File: config.mk
export PLATFORM = sky130hd
export DESIGN_NAME = next_prime_finder_flat
export DESIGN_NICKNAME = d
export VERILOG_FILES = /design/src/design/npf_pkg.sv /design/src/design/npf_if.sv /design/src/design/next_prime_finder.sv /design/src/flat_wrapper.sv
export SDC_FILE = /design/constraint.sdc
export NUM_CORES = 1
export LEC_CHECK = 0
export ABC_AREA = 1
export BUFFER_PORTS_ARGS = -buffer_cell sky130_fd_sc_hd__buf_2
export CORE_AREA = 2 2 133 199
export CTS_CLUSTER_SIZE = 8
export DETAILED_ROUTE_END_ITERATION = 6
export DIE_AREA = 0 0 135 201
export GPL_ROUTABILITY_DRIVEN = 0
export PLACE_DENSITY_LB_ADDON = 0.08
export SLEW_MARGIN = 20
export SYNTH_ARGS = -nofsm -noshare
export SYNTH_HDL_FRONTEND = slang
export SYNTH_SLANG_ARGS = --single-unit
File: constraint.sdc
create_clock -name clk -period 12.6 [get_ports clk]
set_input_delay 2.52 -clock clk [delete_from_list [all_inputs] [get_ports clk]]
set_output_delay 2.52 -clock clk [all_outputs]
set_load 0.02 [all_outputs]
File: src/design/npf_pkg.sv
`default_nettype none

package npf_pkg;

  localparam int unsigned START_W = 32;
  localparam int unsigned PRIME_W = 31;
  localparam int unsigned DIV_W   = 16;  // divisors stay at or below 46341
  localparam int unsigned SQ_W    = 32;  // square of the divisor
  localparam int unsigned CNT_W   = 5;
  localparam int unsigned UPC_W   = 4;

  localparam logic [PRIME_W-1:0] SMALLEST_PRIME = 31'd2;
  localparam logic [DIV_W-1:0]   FIRST_DIV      = 16'd2;
  localparam logic [SQ_W-1:0]    FIRST_SQ       = 32'd4;
  // one remainder step per dividend bit, counted from zero
  localparam logic [CNT_W-1:0]   DIV_LAST       = 5'd30;

  typedef logic [UPC_W-1:0] upc_t;

  typedef enum logic [2:0] {
    OP_NOP,
    OP_ACCEPT,
    OP_INIT_D,
    OP_DIV_INIT,
    OP_DIV_STEP,
    OP_NEXT_D,
    OP_NEXT_CAND,
    OP_EMIT
  } op_t;

  typedef enum logic [2:0] {
    COND_ALWAYS,
    COND_NO_INPUT,
    COND_SQ_GT,
    COND_DIV_MORE,
    COND_REM_ZERO,
    COND_OUT_BUSY
  } cond_t;

  typedef struct packed {
    op_t   op;
    cond_t cond;
    upc_t  target;
  } ctrl_t;

  // Program labels
  localparam upc_t L_IDLE     = 4'd0;
  localparam upc_t L_INIT_D   = 4'd1;
  localparam upc_t L_TEST     = 4'd2;
  localparam upc_t L_DIV_INIT = 4'd3;
  localparam upc_t L_DIV_STEP = 4'd4;
  localparam upc_t L_REM_CHK  = 4'd5;
  localparam upc_t L_NEXT_D   = 4'd6;
  localparam upc_t L_EMIT     = 4'd7;
  localparam upc_t L_RETURN   = 4'd8;
  localparam upc_t L_NEXT_C   = 4'd9;

  // Control store: a jump is taken when its condition holds, else fall through.
  function automatic ctrl_t ucode_rom(input upc_t upc);
    ctrl_t w;
    unique case (upc)
      L_IDLE:     w = '{OP_ACCEPT,    COND_NO_INPUT, L_IDLE};
      L_INIT_D:   w = '{OP_INIT_D,    COND_ALWAYS,   L_TEST};
      L_TEST:     w = '{OP_NOP,       COND_SQ_GT,    L_EMIT};
      L_DIV_INIT: w = '{OP_DIV_INIT,  COND_ALWAYS,   L_DIV_STEP};
      L_DIV_STEP: w = '{OP_DIV_STEP,  COND_DIV_MORE, L_DIV_STEP};
      L_REM_CHK:  w = '{OP_NOP,       COND_REM_ZERO, L_NEXT_C};
      L_NEXT_D:   w = '{OP_NEXT_D,    COND_ALWAYS,   L_TEST};
      L_EMIT:     w = '{OP_EMIT,      COND_OUT_BUSY, L_EMIT};
      L_RETURN:   w = '{OP_NOP,       COND_ALWAYS,   L_IDLE};
      L_NEXT_C:   w = '{OP_NEXT_CAND, COND_ALWAYS,   L_INIT_D};
      default:    w = '{OP_NOP,       COND_ALWAYS,   L_IDLE};
    endcase
    return w;
  endfunction

endpackage

`default_nettype wire

File: src/design/npf_if.sv
`default_nettype none

interface npf_in_if;
  logic                               valid;
  logic                               ready;
  logic signed [npf_pkg::START_W-1:0] start_value;

  modport source (output valid, output start_value, input ready);
  modport sink (input valid, input start_value, output ready);
endinterface

interface npf_out_if;
  logic                        valid;
  logic                        ready;
  logic [npf_pkg::PRIME_W-1:0] prime_value;

  modport source (output valid, output prime_value, input ready);
  modport sink (input valid, input prime_value, output ready);
endinterface

`default_nettype wire

File: src/design/next_prime_finder.sv
// Smallest prime at or above a signed 32-bit start value.
// query:  valid/ready channel carrying start_value; a word is taken only while
//         the sequencer sits at its idle step, so one search runs at a time.
// answer: valid/ready channel carrying prime_value from an output register;
//         a new query is taken while an earlier answer still waits there.
// Values below 2 (negatives included) answer 2.
// The search is trial division: each divisor runs test, set-up, 31 one-bit
// remainder steps, check and advance on the shared remainder unit; a
// rejected candidate steps to the next value and restarts from divisor 2.
// Reset returns the sequencer to idle and empties the output register.
// While the receiver holds answer.ready low, the finished answer stays put and
// the sequencer waits at its output step until the register is free.
`default_nettype none

module next_prime_finder (
  input  wire         clk,
  input  wire         rst,
  npf_in_if.sink      query,
  npf_out_if.source   answer
);

  npf_pkg::upc_t                 upc;
  npf_pkg::ctrl_t                ctl;
  logic                          jump;
  logic                          out_busy;
  logic                          out_valid;
  logic [npf_pkg::PRIME_W-1:0]   prime_value;
  logic [npf_pkg::PRIME_W-1:0]   cand;
  logic [npf_pkg::PRIME_W-1:0]   dvd;
  logic [npf_pkg::DIV_W-1:0]     d;
  logic [npf_pkg::DIV_W-1:0]     rem;
  logic [npf_pkg::DIV_W:0]       rem_shift;
  logic                          rem_ge;
  logic [npf_pkg::SQ_W-1:0]      sq;
  logic [npf_pkg::CNT_W-1:0]     bitcnt;
  logic                          start_small;

  assign ctl = npf_pkg::ucode_rom(upc);

  assign out_busy = out_valid && !answer.ready;

  assign query.ready        = (ctl.op == npf_pkg::OP_ACCEPT);
  assign answer.valid       = out_valid;
  assign answer.prime_value = prime_value;

  assign start_small = query.start_value[npf_pkg::START_W-1] ||
                       (query.start_value[npf_pkg::PRIME_W-1:0] < npf_pkg::SMALLEST_PRIME);

  // bring in the next dividend bit; subtract the divisor when it fits
  assign rem_shift = {rem, dvd[npf_pkg::PRIME_W-1]};
  assign rem_ge    = (rem_shift >= {1'b0, d});

  always_comb begin
    unique case (ctl.cond)
      npf_pkg::COND_ALWAYS:   jump = 1'b1;
      npf_pkg::COND_NO_INPUT: jump = !query.valid;
      npf_pkg::COND_SQ_GT:    jump = (sq > {1'b0, cand});
      npf_pkg::COND_DIV_MORE: jump = (bitcnt != npf_pkg::DIV_LAST);
      npf_pkg::COND_REM_ZERO: jump = (rem == '0);
      npf_pkg::COND_OUT_BUSY: jump = out_busy;
      default:                jump = 1'b1;
    endcase
  end

  always_ff @(posedge clk) begin
    if (rst) begin
      upc       <= npf_pkg::L_IDLE;
      out_valid <= 1'b0;
    end else begin
      upc <= jump ? ctl.target : upc + npf_pkg::upc_t'(1);
      // load a new word, else drop the one just taken
      if ((ctl.op == npf_pkg::OP_EMIT) && !out_busy) begin
        out_valid <= 1'b1;
      end else if (answer.valid && answer.ready) begin
        out_valid <= 1'b0;
      end
      unique case (ctl.op)
        npf_pkg::OP_ACCEPT: begin
          if (query.valid) begin
            cand <= start_small ? npf_pkg::SMALLEST_PRIME
                                : query.start_value[npf_pkg::PRIME_W-1:0];
          end
        end
        npf_pkg::OP_INIT_D: begin
          d  <= npf_pkg::FIRST_DIV;
          sq <= npf_pkg::FIRST_SQ;
        end
        npf_pkg::OP_DIV_INIT: begin
          dvd    <= cand;
          rem    <= '0;
          bitcnt <= '0;
        end
        npf_pkg::OP_DIV_STEP: begin
          dvd    <= {dvd[npf_pkg::PRIME_W-2:0], 1'b0};
          rem    <= rem_ge ? npf_pkg::DIV_W'(rem_shift - {1'b0, d})
                           : rem_shift[npf_pkg::DIV_W-1:0];
          bitcnt <= bitcnt + npf_pkg::CNT_W'(1);
        end
        npf_pkg::OP_NEXT_D: begin
          // (d + 1)^2 = d^2 + 2d + 1
          d  <= d + npf_pkg::DIV_W'(1);
          sq <= sq + npf_pkg::SQ_W'({d, 1'b1});
        end
        npf_pkg::OP_NEXT_CAND: begin
          cand <= cand + npf_pkg::PRIME_W'(1);
        end
        npf_pkg::OP_EMIT: begin
          if (!out_busy) begin
            prime_value <= cand;
          end
        end
        npf_pkg::OP_NOP: begin
        end
        default: begin
        end
      endcase
    end
  end

endmodule

`default_nettype wire

File: src/flat_wrapper.sv
// flat-port wrapper written by rule: the top's interface ports become plain ports
module next_prime_finder_flat 
  (clk, rst, query_valid, query_start_value, query_ready, answer_valid, answer_prime_value, answer_ready);
  npf_in_if query_i ();
  npf_out_if answer_i ();
  input  wire clk;
  input  wire rst;
  input wire logic [$bits(query_i.valid)-1:0] query_valid;
  input wire logic [$bits(query_i.start_value)-1:0] query_start_value;
  output wire logic [$bits(query_i.ready)-1:0] query_ready;
  output wire logic [$bits(answer_i.valid)-1:0] answer_valid;
  output wire logic [$bits(answer_i.prime_value)-1:0] answer_prime_value;
  input wire logic [$bits(answer_i.ready)-1:0] answer_ready;
  assign query_i.valid = query_valid;
  assign query_i.start_value = query_start_value;
  assign query_ready = query_i.ready;
  assign answer_valid = answer_i.valid;
  assign answer_prime_value = answer_i.prime_value;
  assign answer_i.ready = answer_ready;
  next_prime_finder u_core (.clk(clk), .rst(rst), .query(query_i), .answer(answer_i));
endmodule
Word-level counts from Yosys, hierarchy flattened:

Memory sizes are Yosys's and may differ from the RTL's. A register that Yosys moved wholly into a read port is not among the register bits.
Cells that the tools add are included.

* latch bits: 0
* ROM bits: 160
* input bits: 36
* word-level logic and storage cells: 65
* RAM bits: 0
* register bits: 167
* output and inout bits: 33
* memories: 1

* shift-type cells: 0
* $add $sub $neg: 6
* reduce and logical (&&, ||, !) cells: 16
* bitwise operators: 2
* $lt $le $gt $ge: 3
* multiply operators: 0
* multiplexer cells: 14
* equality and inequality tests: 14
* div/mod/pow operators: 0

Memories
* (name not given): words 16, bits a word 10, rd ports 1, clocked after Yosys merged registers in 1, wr ports 0, line npf_pkg.sv:61 `unique case (upc)`

Operators by type and width (count)
* $pmux W31 S2: 2
* $pmux W16 S2: 2
* $pmux W32 S2: 1
* $mux W31: 2
* $add A32 B17 Y32: 1
* $gt A32 B31 Y1: 1
* $add A31 B1 Y31 const B: 1
* $lt A31 B2 Y1 const B: 1
* $eq A3 B3 Y1 const B: 6
* $ge A17 B16 Y1: 1
* $add A16 B1 Y16 const B: 1
* $logic_not A16 Y1: 1
* $mux W16: 1
* $sub A16 B16 Y16: 1
* $eq A3 B2 Y1 const B: 4
* $pmux W5 S2: 1
* $mux W4: 2
* $reduce_bool A2 Y1: 4
* $eq A3 B1 Y1 const B: 2
* $reduce_and A3 Y1: 2
* $add A5 B1 Y5 const B: 1
* $ne A5 B5 Y1 const B: 1
* $pmux W1 S5: 1
* $add A4 B1 Y4 const B: 1
* other kinds (7): 14

Longest topological paths before layout:

* depth after elaboration: 5
* depth in mapped cells: 23
* gate-level depth less buffers: 23

Worst setup path before layout:

OpenSTA, ideal clock, no wires.

* kind: input port to flip-flop
* from: input port rst
* to: register u_core.d[0] (netlist name) (enable)
* path slack: 1828 ps
* data arrival time: 10061 ps
* stages on the path: 1
* path buffers: 0
* setup time: 711 ps
* required time: 11889 ps
* cell sequence: a2111oi_0

* word-level cells in the longest chain between the ends: 2

RTL lines
* start, declared: line flat_wrapper.sv:7 `input wire rst;`
* $not A1 Y1 (no source line)
* $reduce_and A2 Y1 (no source line)
* end signal, assigned: line next_prime_finder.sv:85 `d <= npf_pkg::FIRST_DIV;`
* end signal, assigned: line next_prime_finder.sv:101 `d <= d + npf_pkg::DIV_W'(1);`
* end, declared: line next_prime_finder.sv:30 `logic [npf_pkg::DIV_W-1:0] d;`

No other way between the ends.
A chain may end at the register's enable or synchronous reset.

Worst setup path after layout:

* from: input port query_start_value[30]
* to: register u_core.cand[21] (netlist name), data pin

* word-level cells in the longest chain between the ends: 5

RTL lines
* start, declared: line flat_wrapper.sv:9 `input wire logic [$bits(query_i.start_value)-1:0] query_start_value;`
* $lt A31 B2 Y1: line next_prime_finder.sv:47 `(query.start_value[npf_pkg::PRIME_W-1:0] < npf_pkg::SMALLEST_PRIME);`
* $logic_or A1 B1 Y1: line next_prime_finder.sv:46 `assign start_small = query.start_value[npf_pkg::START_W-1] ||`
* $mux W31: line next_prime_finder.sv:80 `cand <= start_small ? npf_pkg::SMALLEST_PRIME`
* $mux W31: line next_prime_finder.sv:79 `if (query.valid) begin`
* $pmux W31 S2: line next_prime_finder.sv:77 `unique case (ctl.op)`
* end signal, assigned: line next_prime_finder.sv:80
* end signal, assigned: line next_prime_finder.sv:105 `cand <= cand + npf_pkg::PRIME_W'(1);`
* end, declared: line next_prime_finder.sv:28 `logic [npf_pkg::PRIME_W-1:0] cand;`

No other way between the ends. The select of a mux whose other input is x is not followed.

==> key figures <==
Status
  – Status: finished clean

Detailed routing
  – Vias/cell: 5.12
  – Drt pass-1 iters: 4
  – Via count: 8042
  – WL/cell: 15.2 um
  – Total wire length: 23900 um
  – Post-DRT Antenna Nets: 0
  – Drt drc: 0
  – Initial DRC count: between 400 and 500

Place
  – Port Buf Inserts: 68
  – Placed cell area: around 11000 um2
  – Detailed Place HPWL: around 18000 um
  – Pre-CTS setup slack: 7.96 ns
  – Dpl cells: approximately 1.5k

Timing
  – Slew HR: 31.4%
  – Slew Viols, Final: 0
  – Final Setup Violations: 0
  – Clk_skew: between 0.01 and 0.015 ns
  – Endpoints failing hold: 0
  – Slew @ Worst Pin: between 1 and 1.5 ns
  – Tcrit/Tclk final: between 30% and 40%
  – Setup_tns: 0 ns
  – Fmax: between 0.2 and 0.25 GHz
  – Worst setup margin: 8.44 ns
  – RSZ-0062 raised after global routing: no
  – Crit path time final: slightly above 4 ns

Synth
  – Yosys top cell area share: 46.2%
  – Most used DFF post-synth: edfxtp_1
  – Ys async rst share: 0%
  – Total number of yosys warnings: 0
  – Seq/Total Area, Yosys: 49.0%
  – Synthesized area per cell: 9.12 um2
  – EDFF count, synth: 162
  – Synthesized cell area: 10500 um2
  – Cell count after synthesis: 1155
  – Distinct cells, synth: 50
  – #FFs+latches synth: 177
  – Post-Syn Nets: 1266
  – Yosys top cell by area: edfxtp_1
  – Area contributors post-synth: edfxtp_1, ha_1, nand2_1

Clocking
  – Clock Path Buffers: 2
  – Post-CTS Repair Setup Buffers: 0
  – Clock Pin Slew Worst Setup and Hold Paths: roughly 0.06 ns
  – Clk sinks: 177
  – CTS tree: built
  – PostCTS Resize Cnt: 0
  – Hold-fix buffers, CTS: 0
  – Clock root buffer: clkbuf_16
  – Clock Latency Late Sink: approximately 0.44 ns
  – CTS buffer count: 17
  – # H-tree levels: 4

Power and ir drop
  – Power Dens Cells: 170 nW/um2
  – Maximum VDD drop: 0.114 mV
  – Pleak: 4.79 nW

Setup path
  – Crit path largest cell delay: 0.45 ns
  – Critical path required time: 12.76 ns
  – Critical Path Start Type: input port
  – Cell mode on critical path: nand2_1
  – CP max FO: 15
  – Slowest cell on the critical path: nand2_1
  – Crit. End Element: register
  – Ordered cell list for the critical path: buf_2 -> nor4_1 -> nand2_1 -> nor3_1 -> a41oi_1 -> nand2_1 -> o21ai_0
  – WP data arrival: roughly 4.3 ns
  – CP Class: input port to register

Finish
  – Most frequent cells in the layout: nand2_1, edfxtp_1, inv_1, a21oi_1, o21ai_0
  – Share of cells above drive strength 1: 12.3%
  – Layout fillers: around 2.6k
  – N_diodes: 0
  – Post-route insts no fill: 1571
  – Register area: 5160 um2
  – Post-route cell area: 11800 um2
  – Area delta synth->final: 12.3%
  – Most common cell after layout, fill and taps aside: nand2_1
  – Final net count: 1338
  – Multi-input logic area: 4740 um2

GRT
  – Initial antenna violation count: 0
  – Tot GR Track Use: 18.5%
  – Largest net degree at the start of global routing: 80
  – Total gr overflow: 0
  – Vias in the first global route: 8105
  – First-pass GRT wire length: 39900 um

Floorplanning
  – Die Area: ~27000 um2
  – Initial core utilization: 41.2%
  – IO Count: 69
  – Die Width: 135 um
  – Chip Height: around 200 um
  – Num rows: 72
  – CORE AREA: 25600 um2

Flow run
  – # Max-Cap Violations: 0

Min path
  – HP Class: register to register
-- state kept, by name, indices dropped and copies added, names as in the netlist --
| name | count |
|---|---|
| u_core.cand | 31 |
| u_core.d | 16 |
| u_core.ctl | 10 |
| u_core.answer.valid | 1 |
| u_core.sq | 32 |
| u_core.upc | 4 |
| u_core.rem | 16 |
| u_core.dvd | 31 |
| u_core.answer.prime_value | 31 |
| u_core.bitcnt | 5 |
-- cell usage after synthesis, drive strengths merged, types with 5 or more instances --
library cell	number
nand3	57
a21oi	102
xor2	25
clkbuf	16
nor2	92
o21a	8
xnor2	11
a21o	5
o22ai	8
dfxtp	15
nand4	23
o21ai	112
inv	151
nor3	26
ha	73
edfxtp	162
buf	6
nor4	15
nand2	216
-- cells by family after synthesis --
logic type	after synthesis	synth area share (%)
and+or+nand+nor	440	19.6
xor gates and xnor gates	36	2.99
adders and majority gates	75	9.05
DFF	177	49.0
buffers and inverters	173	6.34
AOI/OAI and AO/OA	254	13.0
-- metrics by stage --
stage,total power (W),utilization (%),hold slack (ns)
2_1_floorplan,0.00135,-,0.426
3_3_place_gp,0.00151,44.1,0.435
3_5_place_dp,0.00151,44.1,0.436
4_1_cts,0.00203,46.3,0.452
5_1_grt,0.00216,46.3,0.474
6_report,0.00201,46.3,0.451
-- path summary, 6_finish.rpt --
path / startpoint / endpoint / slack [ns] / cells past startpoint
setup / recovery: query_start_value[30] / u_core.cand[21]$_DFFE_PP_ / 8.44 / 7
hold / removal: u_core.cand[30]$_DFFE_PP_ / u_core.answer.prime_value[30]$_DFFE_PP_ / 0.45 / 0
setup reg to reg: u_core.ctl[9]$_DFF_P_ / u_core.dvd[5]$_DFFE_PP_ / 9.43 / 8
hold reg to reg: u_core.cand[30]$_DFFE_PP_ / u_core.answer.prime_value[30]$_DFFE_PP_ / 0.45 / 0
-- layout make-up --
cell class,count,area share [%]
Multi-Input combinational cell,805,40.1
Sequential cell,177,43.6
Tap cell,333,3.52
Clock inverter,12,1.02
Inverter,151,4.79
Timing Repair Buffer,75,3.32
Clock buffer,18,3.63
-- routing by layer --
metal / part of all wire, % / track usage, % / vias up
met5: 0 / 0 / -
met4: 1.8 / 5.77 / 0
met3: 2.4 / 2.83 / 23
met2: 54 / 34.7 / 93
met1: 42 / 21.3 / 3762
li1: - / - / 4164
-- critical path: cells and delay by family --
| kind | cells | cell delay, ns |
|---|---|---|
| simple gates | 4 | 1.32 |
| buf+inv | 1 | 0.11 |
| compound gates | 2 | 0.37 |
-- report_power, final --
group | internal [W] | switching [W] | total (W)
clock network | 0.000287 | 0.000224 | 0.000510
logic | 0.000215 | 0.000436 | 0.000651
registers | 0.000774 | 0.0000712 | 0.000845
total | 0.00128 | 0.000731 | 0.00201
(Power assumes the default switching activity.)
